File: src/sv/napt_pkg.sv
// Package for the address and port translation table: payload structs,
// operation and status codes, table geometry. No dependencies.
`timescale 1ns / 1ps
package napt_pkg;
    localparam int RULE_SLOTS = 1024;
    localparam int SLOT_W = $clog2(RULE_SLOTS);
    localparam int CNT_W = $clog2(RULE_SLOTS + 1);
    localparam int QUEUE_DEPTH = 2;
    localparam int QPTR_W = 1;

    typedef enum logic [1:0] {
        OP_OUTBOUND = 2'd0,
        OP_INBOUND = 2'd1,
        OP_SWEEP = 2'd2,
        OP_NONE = 2'd3
    } t_op;

    typedef enum logic [1:0] {
        ST_TRANSLATED = 2'd0,
        ST_NO_MATCH = 2'd1,
        ST_FULL = 2'd2,
        ST_SWEEP_DONE = 2'd3
    } t_status;

    typedef enum logic [1:0] {
        CFG_PUBLIC_ADDRESS = 2'd0,
        CFG_IDLE_TIMEOUT = 2'd1,
        CFG_PORT_BASE = 2'd2
    } t_cfg_index;

    typedef enum logic [3:0] {
        S_IDLE,
        S_CLEAR,
        S_SCAN,
        S_SCAN_LAST,
        S_INB_READ,
        S_INB_CHECK,
        S_SWEEP,
        S_SWEEP_LAST,
        S_DONE
    } t_state;

    typedef struct packed {
        logic [1:0] operation;
        logic [31:0] source_address;
        logic [31:0] dest_address;
        logic [15:0] source_port;
        logic [15:0] dest_port;
        logic [7:0] protocol;
        logic [31:0] now;
    } t_request;

    typedef struct packed {
        logic [1:0] status;
        logic [31:0] out_source_address;
        logic [31:0] out_dest_address;
        logic [15:0] out_source_port;
        logic [15:0] out_dest_port;
        logic [9:0] slot_index;
        logic new_rule;
        logic [10:0] freed_count;
    } t_result;

    typedef struct packed {
        logic [31:0] public_address;
        logic [31:0] idle_timeout;
        logic [15:0] port_base;
    } t_cfg;

    // Queue handshake between front and back.
    typedef struct packed {
        logic push;
        logic pop;
        logic full;
        logic empty;
    } t_qctl;
endpackage

File: src/sv/napt_front.sv
// Front end: takes requests, drops unused operations, and holds a short
// request queue for the table engine. Depends on napt_pkg.
`timescale 1ns / 1ps
module napt_front (
    input  logic              i_clk,
    input  logic              i_rst_n,
    input  logic              i_start,
    output logic              o_busy,
    input  napt_pkg::t_request i_req,
    input  logic              i_pop,
    output logic              o_valid,
    output napt_pkg::t_request o_req,
    output napt_pkg::t_qctl   o_qctl
);
    napt_pkg::t_request r_mem [napt_pkg::QUEUE_DEPTH];
    logic [napt_pkg::QPTR_W-1:0] r_wp, r_rp;
    logic [napt_pkg::QPTR_W:0] r_cnt, n_cnt;
    napt_pkg::t_qctl q;

    // Operation three does nothing, so it never enters the queue.
    always_comb begin
        q.full = (r_cnt == (napt_pkg::QPTR_W+1)'(napt_pkg::QUEUE_DEPTH));
        q.empty = (r_cnt == '0);
        q.push = i_start && !q.full &&
                 (i_req.operation != napt_pkg::OP_NONE);
        q.pop = i_pop && !q.empty;
        n_cnt = r_cnt + (napt_pkg::QPTR_W+1)'(q.push) - (napt_pkg::QPTR_W+1)'(q.pop);
    end

    assign o_busy = q.full;
    assign o_valid = !q.empty;
    assign o_req = r_mem[r_rp];
    assign o_qctl = q;

    // Queue storage and pointers.
    always_ff @(posedge i_clk) begin
        if (q.push) begin
            r_mem[r_wp] <= i_req;
        end
        if (!i_rst_n) begin
            r_wp <= '0;
            r_rp <= '0;
            r_cnt <= '0;
        end else begin
            if (q.push) r_wp <= r_wp + 1'b1;
            if (q.pop) r_rp <= r_rp + 1'b1;
            r_cnt <= n_cnt;
        end
    end
endmodule

File: config.mk
export PLATFORM = sky130hd
export DESIGN_NAME = napt_front
export DESIGN_NICKNAME = d
export VERILOG_FILES = /design/src/sv/napt_pkg.sv /design/src/sv/napt_front.sv
export SDC_FILE = /design/constraint.sdc
export NUM_CORES = 1
export LEC_CHECK = 0
export BUFFER_PORTS_ARGS = -buffer_cell sky130_fd_sc_hd__buf_2
export CORE_ASPECT_RATIO = 1.5
export CORE_MARGIN = 5
export CORE_UTILIZATION = 52
export DETAILED_ROUTE_END_ITERATION = 16
export GPL_TIMING_DRIVEN = 0
export PLACE_DENSITY = 0.8
export SYNTH_ARGS = -nofsm -noshare
export SYNTH_HDL_FRONTEND = slang
export SYNTH_SLANG_ARGS = --single-unit
File: constraint.sdc
create_clock -name i_clk -period 12.9 [get_ports i_clk]
set_input_delay 0.645 -clock i_clk [delete_from_list [all_inputs] [get_ports i_clk]]
set_output_delay 0.645 -clock i_clk [all_outputs]
set_load 0.1 [all_outputs]
==> run summary, run 1 <==
critical path's slowest cell: clkbuf_1
Fin Hold WS: 0.323 ns
vias: 5466
Cell Rows: 62
main flop type after synthesis: edfxtp_1
Hold Vio Cnt, Final: 0
CTS tree: done
CTS Hold Buffers Added: 0
Synth warnings: 0
Post-CTS Resized: 0
largest net degree at the start of global routing: 65
Clk Latency, worst-skew pair: 0.51 ns
Critical Path End Type: output pin
Setup WS post-layout: 9.89 ns
Worst Path Required: 12.26 ns
Max Cap Viol: 0
Post-synth top cells: edfxtp_1, mux2_2, buf_2
Pre-antenna DRT Iters: 4
I/O pins: 286
Num CTS Buffers: 24
CP Cell Sequence: clkbuf_1, buf_2, mux2_2, buf_2
Area Overhead vs Synth: 26.9%
layout cells sized above 1: 0.615
Max clock buf depth: 3
clock period minus final worst setup slack: 3.01 ns
DRT antenna net count: 0
Leakage Power: 4.86 nW
initial antenna violation count: 5
worst setup skew after layout: 0.00726 ns
vias in the first global route: 5985
Crit Path Category: reg -> out
htree depth: 1
ranking of synthesized cells by area: edfxtp_1, mux2_2, dfxtp_1, buf_2, o21a_1
Die H: 181 um
DRT iter0 DRCs: 244
Finished Cell Area: 0.0129 mm2
final slew viol count: 0
# setup viols final: 0
Remaining DRCs: 0
Fmax achieved: 0.332 GHz
PD cells: 253 mW/mm2
clock tree sinks: 281
Post-Syn Nets: 602
Initial Utilization: 0.530
Slew headroom: 0.461
placed cells: 1014
Placed Instance Area: 0.0121 mm2
final worst path period share: 0.233
total routed wirelength: 21400 um
area leader, netlist: edfxtp_1
total power draw: 3.27 mW
post-CTS setup buffers: 0
count leader, synth: edfxtp_1
worst-margin pin slew: 0.804 ns
vias per inst: 5.16
sequential fraction of the synthesis area: 0.823
RSZ-0062 raised after global routing: no
final cell count without fillers: 1060
GP Congestion: 0.813
GRT Overall Usage: 0.180
most used cell, CP: buf_2
Avg Cell Area, Syn: 22.2 um2
nets: 927
Root Buffer: clkbuf_16
GR Overflow Total: 0
Die W: 124 um
Mapped Area: 0.0102 mm2
Worst Path Max Fanout: 10
first-pass GRT wire length: 32000 um
Critical Path Start Type: flip-flop
CP peak stage delay: 0.46 ns
die area: 0.0225 mm2
status: finished, final reports clean
maximum vdd drop: 0.172 mV
Post-synth EDFFs: 276
Netlist cell types: 21
Worst-path clk slew: 0.06 ns
asr flop ratio synth: 0
# fillers: 1302
Post-DP HPWL: 15400 um
Syn Inst Count: 459
Synth top area share: 0.814
port buffer count: 285
Core Region: 0.0192 mm2
post-synthesis register bit count: 281
hold crit path type: in -> reg
post-place setup slack: 9.67 ns
routed len/inst: 20.2 um
WP data arrival: 2.36 ns
-- critical path, delay by kind of cell (launching register included) --
kind | cells | cell delay [ns]
buffers and inverters | 3 | 1.12
DFF | 1 | 0.33
muxes | 1 | 0.40
-- where the power goes --
part	total (mW)	internal, mW	switching (mW)
Clock	0.710	0.413	0.297
Combinational	1.44	0.267	1.17
Sequential	1.13	1.10	0.0225
-- kinds of logic (layout without fill, tap and decap cells) --
| family | count (synthesis) | count (layout) | share of synthesized area |
|---|---|---|---|
| adders and majority gates | 1 | 1 | 0.00123 |
| AOI/OAI and AO/OA | 7 | 7 | 0.00516 |
| DFF | 281 | 281 | 0.823 |
| xor gates and xnor gates | 2 | 2 | 0.00172 |
| muxes | 138 | 138 | 0.153 |
| other | 0 | 3 | 0 |
| and+or+nand+nor | 10 | 10 | 0.00590 |
| buffers and inverters | 20 | 362 | 0.0101 |
-- stage by stage --
| stage | TNS [ns] | utilization |
|---|---|---|
| 2_1_floorplan | 0 | - |
| 3_3_place_gp | -294.34 | 0.620 |
| 3_5_place_dp | 0 | 0.631 |
| 4_1_cts | 0 | 0.672 |
| 5_1_grt | 0 | 0.672 |
| 6_report | 0 | 0.672 |
-- cell usage in the layout, fill, tap and decap left out, types with 2 or more instances in the layout --
cell type  Yosys  routed
buf_16         0       2
buf_2         13     298
buf_4          1       3
buf_6          1       9
buf_8          0       2
bufinv_16      0       2
clkbuf_1       2       8
clkbuf_16      0      25
clkbuf_8       0       3
clkinv_2       0       4
dfxtp_1        5       5
diode_2        0       3
edfxtp_1     276     276
inv_1          3       3
mux2_2       138     138
nor2_1         3       3
nor3_1         3       2
o21a_1         4       4
-- cell type report --
cell class	instances	area [um2]	area share
sequential	281	8390	0.649
multi-input combinational	158	1700	0.132
timing repair buffer	299	1620	0.125
clock buffer	34	689	0.0533
tap	256	320	0.0248
clock inverter	9	100	0.00774
buffer	17	91.3	0.00706
inverter	3	11.3	0.000871
antenna	3	7.51	0.000581
-- layer usage --
metal,GRT usage,part of all wire,up-vias,routed length (um)
li1,-,-,2473,-
met1,0.178,0.32,2704,6860
met2,0.349,0.57,222,12200
met3,0.0441,0.066,63,1400
met4,0.0812,0.042,4,901
met5,0,0.0012,-,26
-- flip-flops by register name (all words and copies together) (netlist names), named ones only --
signal and flops:
r_rp 1, r_mem 276, r_cnt 2, r_wp 1
-- final timing paths --
path	startpoint	to	slack [ns]	cells past startpoint
setup / recovery	flip-flop	o_req[65]	9.89	4
hold / removal	i_req[91]	r_mem[0][91]	0.32	1
setup reg to reg	r_cnt[1]	r_mem[0][95]	10.09	9
hold reg to reg	r_rp	flip-flop	0.54	2
Power figures use the tool's default switching activity.
==> inputs of run 2 (changes only) <==
--- a/config.mk
+++ b/config.mk
@@ -5,13 +5,14 @@
 export SDC_FILE = /design/constraint.sdc
 export NUM_CORES = 1
 export LEC_CHECK = 0
+export ABC_AREA = 1
 export BUFFER_PORTS_ARGS = -buffer_cell sky130_fd_sc_hd__buf_2
 export CORE_ASPECT_RATIO = 1.5
 export CORE_MARGIN = 5
-export CORE_UTILIZATION = 52
+export CORE_UTILIZATION = 47
 export DETAILED_ROUTE_END_ITERATION = 16
 export GPL_TIMING_DRIVEN = 0
-export PLACE_DENSITY = 0.8
+export PLACE_DENSITY = 0.76
 export SYNTH_ARGS = -nofsm -noshare
 export SYNTH_HDL_FRONTEND = slang
 export SYNTH_SLANG_ARGS = --single-unit
==> constraint.sdc (replaced) <==
create_clock -name i_clk -period 2.5 [get_ports i_clk]
set_input_delay 0.125 -clock i_clk [delete_from_list [all_inputs] [get_ports i_clk]]
set_output_delay 0.125 -clock i_clk [all_outputs]
set_load 0.1 [all_outputs]
==> run 2 against run 1 <==
Compared with the run above:
- via count is 9.6% higher
- register-to-register slack worse by 9.8 ns
- hold slack worse by 0.0027 ns
- critical endpoint is now r_mem[0][81]
- critical path type is now in -> reg
- core utilization is 0.21 points lower
- routed wire length is 8.9% higher
- synthesized area is 0.76% higher
- first-iteration DRC count is 0.82% higher
- final cell count is 16% higher
- global-route usage is 0.22 points higher
==> run summary, run 2 <==
first-pass GRT wire length: 35100 um
Pre-antenna DRT Iters: 4
count leader, synth: edfxtp_1
Hold Vio Cnt, Final: 0
Max Cap Viol: 0
htree depth: 1
maximum vdd drop: 0.965 mV
Root Buffer: clkbuf_16
sequential fraction of the synthesis area: 0.817
Num CTS Buffers: 26
area leader, netlist: edfxtp_1
Critical Path End Type: flip-flop
Reg with most FFs: r_mem
Die W: 131 um
Remaining DRCs: 0
CTS tree: done
final worst path period share: 0.887
Post-synth EDFFs: 276
Fmax achieved: 0.451 GHz
Syn Inst Count: 470
vias: 5993
Max clock buf depth: 3
worst setup skew after layout: 0.0158 ns
commonest non-fill, non-tap cell in the layout: buf_2
max FFs per register: 276
Mapped Area: 0.0103 mm2
Cell Rows: 66
total routed wirelength: 23300 um
DRT antenna net count: 0
Synth warnings: 0
clock tree sinks: 281
CP Cell Sequence: dlygate4sd3_1, buf_2, nand2_1, nand2_1, nor2_4, inv_2, nor2_4, buf_12, buf_12, buf_12
Critical Path Start Type: primary input
most used cell, CP: buf_12
Post-DP HPWL: 15200 um
I/O pins: 286
GR Overflow Total: 0
post-CTS setup buffers: 0
Initial Utilization: 0.474
nets: 1078
largest net degree at the start of global routing: 33
main flop type after synthesis: edfxtp_1
Worst-path clk slew: 0.06 ns
DRT iter0 DRCs: 246
asr flop ratio synth: 0
Worst Path Max Fanout: 27
final slew viol count: 0
layout cells sized above 1: 0.516
critical path's slowest cell: dlygate4sd3_1
routed len/inst: 19.0 um
vias in the first global route: 6663
fin util: 0.670
GRT Overall Usage: 0.182
Slew headroom: 0.549
ranking of synthesized cells by area: edfxtp_1, mux2_2, buf_6, dfxtp_1, inv_1
Post-CTS Resized: 0
Top Registers: r_mem: 276 flops, r_cnt: 2 flops
post-place setup slack: 0.247 ns
Setup WS post-layout: 0.281 ns
worst-margin pin slew: 0.674 ns
vias per inst: 4.88
Die H: 191 um
die area: 0.0250 mm2
CP peak stage delay: 0.53 ns
setup tns final: 0 ns
port buffer count: 285
post-synthesis register bit count: 281
Worst Path Required: 2.72 ns
initial antenna violation count: 3
Core Region: 0.0216 mm2
Avg Cell Area, Syn: 21.8 um2
clock period minus final worst setup slack: 2.22 ns
Leakage Power: 5.50 nW
Crit Path Category: in -> reg
Post-synth top cells: edfxtp_1, mux2_2, buf_6
RSZ-0062 raised after global routing: no
Area Overhead vs Synth: 41.2%
Synth top area share: 0.807
GP Congestion: 0.719
PD cells: 1170 mW/mm2
commonest cells after routing, fill and taps aside: buf_2, edfxtp_1, dlygate4sd3_1
Clk Latency, worst-skew pair: 0.52 ns
Netlist cell types: 15
status: finished, final reports clean
# setup viols final: 0
Post-Syn Nets: 613
WP data arrival: 2.43 ns
hold crit path type: in -> reg
run 2: logic make-up after synthesis:
logic type                 synth area share
adders and majority gates           0.00122
DFF                                   0.817
AOI/OAI and AO/OA                   0.00244
muxes                                 0.151
and+or+nand+nor                     0.00756
buffers and inverters                0.0202
run 2: final cells by class:
class,instances,area (um2)
Timing Repair Buffer,437,3070
Sequential cell,281,8390
Buffer,16,170
Multi-Input combinational cell,163,1700
Inverter,10,37.5
Tap cell,272,340
Clock buffer,33,677
Clock inverter,14,110
Fill cell,1448,7140
Antenna cell,1,2.50
run 2: final timing paths:
check | startpoint | endpoint | slack (ns) | cells past startpoint
min | i_req[93] | r_mem[0][93] | 0.32 | 2
max reg2reg | r_cnt[1] | r_mem[0][81] | 0.30 | 8
min reg2reg | r_rp | r_rp | 0.46 | 1
max | i_req[137] | r_mem[0][81] | 0.28 | 10
run 2: power breakdown:
group	switching (mW)	internal, mW
logic	5.86	1.53
clock network	1.63	2.03
registers	0.129	5.78
run 2: repair_timing:
action | 4_1_cts | 5_1_grt
hold buffers | 142 | 0
endpoints found under the setup margin | 0 | 0
hold endpoints to repair | 281 | 0
run 2: routing by layer:
| layer | GRT usage | part of all wire |
|---|---|---|
| met1 | 0.189 | 0.34 |
| met2 | 0.350 | 0.56 |
| met3 | 0.0400 | 0.070 |
| met4 | 0.0673 | 0.036 |
| met5 | 0 | 0.00069 |
run 2: critical path: cells and delay by family:
kind	cells	cell delay, ns
buf+inv	6	1.44
simple gates	4	0.85
run 2: stage by stage:
step	power [mW]	hold slack [ns]	instances	instance area [um2]
2_1_floorplan	12.1	0.224	470	10300
3_3_place_gp	13.1	0.313	1027	12100
3_5_place_dp	13.2	0.317	1037	12300
4_1_cts	17.1	0.290	1226	14500
5_1_grt	17.6	0.301	1227	14500
6_report	17.0	0.320	1227	14500
==> inputs of run 3 (changes only) <==
--- a/config.mk
+++ b/config.mk
@@ -9,10 +9,10 @@
 export BUFFER_PORTS_ARGS = -buffer_cell sky130_fd_sc_hd__buf_2
 export CORE_ASPECT_RATIO = 1.5
 export CORE_MARGIN = 5
-export CORE_UTILIZATION = 47
+export CORE_UTILIZATION = 52
 export DETAILED_ROUTE_END_ITERATION = 16
 export GPL_TIMING_DRIVEN = 0
-export PLACE_DENSITY = 0.76
+export PLACE_DENSITY = 0.8
 export SYNTH_ARGS = -nofsm -noshare
 export SYNTH_HDL_FRONTEND = slang
 export SYNTH_SLANG_ARGS = --single-unit
==> constraint.sdc (replaced) <==
create_clock -name i_clk -period 2.25 [get_ports i_clk]
set_input_delay 0.1125 -clock i_clk [delete_from_list [all_inputs] [get_ports i_clk]]
set_output_delay 0.1125 -clock i_clk [all_outputs]
set_load 0.1 [all_outputs]
==> run 3 against run 2 <==
Compared with the run above:
- register-to-register slack got worse by 0.13 ns
- total power increased by 13%
- sequential share of layout area shrank 0.14 points
- critical endpoint is now r_mem[1][44]
==> run summary, run 3 (synthesis results as in run 2) <==
status: finished, final reports clean
I/O pins: 286
critical path's slowest cell: dlygate4sd3_1
CP peak stage delay: 0.56 ns
port buffer count: 285
placed cells: 1025
Worst Path Max Fanout: 36
clock period minus final worst setup slack: 2.10 ns
die area: 0.0227 mm2
Hold Vio Cnt, Final: 0
Top Registers: r_mem: 276 flops, r_cnt: 2 flops
GP Congestion: 0.793
vias in the first global route: 6952
Max clock buf depth: 3
final cell count without fillers: 1211
layout cells sized above 1: 0.519
Critical Path End Type: flip-flop
DRT antenna net count: 0
WP data arrival: 2.31 ns
total routed wirelength: 24100 um
routed len/inst: 19.9 um
# fillers: 1109
Reg with most FFs: r_mem
commonest non-fill, non-tap cell in the layout: buf_2
final worst path period share: 0.935
Initial Utilization: 0.523
Worst-path clk slew: 0.06 ns
nets: 1076
Crit Path Category: in -> reg
Post-DP HPWL: 14900 um
CTS tree: done
post-CTS setup buffers: 0
largest net degree at the start of global routing: 37
worst-margin pin slew: 0.652 ns
Fmax achieved: 0.475 GHz
vias: 6040
Root Buffer: clkbuf_16
PD cells: 1320 mW/mm2
Clk Latency, worst-skew pair: 0.52 ns
Pre-antenna DRT Iters: 6
final slew viol count: 0
commonest cells after routing, fill and taps aside: buf_2, edfxtp_1, dlygate4sd3_1
Leakage Power: 5.51 nW
clock tree sinks: 281
Worst Path Required: 2.46 ns
multi-input logic area: 0.00170 mm2
Cell Rows: 63
DRT iter0 DRCs: 408
Max Cap Viol: 0
Area Overhead vs Synth: 41.6%
worst setup skew after layout: 0.0118 ns
initial antenna violation count: 0
Die W: 125 um
# setup viols final: 0
vias per inst: 4.99
first-pass GRT wire length: 37400 um
GRT Overall Usage: 0.210
max FFs per register: 276
maximum vdd drop: 1.05 mV
htree depth: 1
Remaining DRCs: 0
setup tns final: 0 ns
Num CTS Buffers: 25
Core Region: 0.0196 mm2
Die H: 182 um
CP Cell Sequence: dlygate4sd3_1, buf_2, nand2_1, nand2_1, nor2_4, inv_2, nor2_4, buf_16, buf_12
Ant. Diodes: 0
Reg area: 0.00839 mm2
RSZ-0062 raised after global routing: no
Slew headroom: 0.564
GR Overflow Total: 0
Critical Path Start Type: primary input
hold crit path type: in -> reg
-- run 3: changes by cell type in the layout (fill, tap and decap cells not counted), sizes merged --
cell / change
dlygate4sd3: -1
clkinv: -5
clkinvlp: +1
diode: -1
bufinv: +3
clkbuf: -1
-- run 3: metal layers --
layer,track usage,vias to the layer above,part of all wire
li1,-,2777,-
met1,0.222,2950,0.34
met2,0.406,243,0.57
met3,0.0445,70,0.059
met4,0.0803,0,0.037
met5,0,-,0
-- run 3: report_power, final --
group / internal [mW] / switching, mW
logic: 1.72 / 6.54
clock network: 2.51 / 1.77
registers: 6.43 / 0.162
-- run 3: cell type report --
class                           count  area share
Sequential cell                   281       0.577
Timing Repair Buffer              436       0.212
Multi-Input combinational cell    163       0.117
Clock buffer                       32      0.0449
Tap cell                          260      0.0224
Clock inverter                     13      0.0118
Buffer                             16      0.0117
Inverter                           10     0.00258
-- run 3: worst paths after layout --
check                   from            to  slack (ns)  depth (start not counted)
setup / recovery  i_req[137]  r_mem[1][44]        0.15                          9
hold reg to reg         r_rp          r_rp        0.47                          1
setup reg to reg    r_cnt[1]  r_mem[1][44]        0.17                          7
hold / removal       i_start      r_cnt[1]        0.04                          5
-- run 3: what timing repair did --
action	4_1_cts	5_1_grt
hold buffers	141	0
endpoints found under the setup margin	0	1
endpoints found under the hold margin	281	0
resized for setup	0	2
-- run 3: metrics by stage --
step | cell area, um2 | utilization | total power [mW] | worst slack [ns] | hold WS (ns)
after floorplan | 10300 | - | 13.4 | -1.50 | 0.211
after global placement | 12000 | 0.614 | 14.5 | -1.69 | 0.299
after detailed placement | 12300 | 0.626 | 14.7 | 0.180 | 0.303
after CTS | 14500 | 0.740 | 19.2 | 0.128 | 0.0211
after global routing | 14500 | 0.740 | 19.8 | 0.0632 | 0.0537
final | 14500 | 0.740 | 19.1 | 0.146 | 0.0408
-- run 3: critical path: cells and delay by family --
kind,cells,cell delay [ns]
buffers and inverters,5,1.30
AND/OR/NAND/NOR,4,0.87
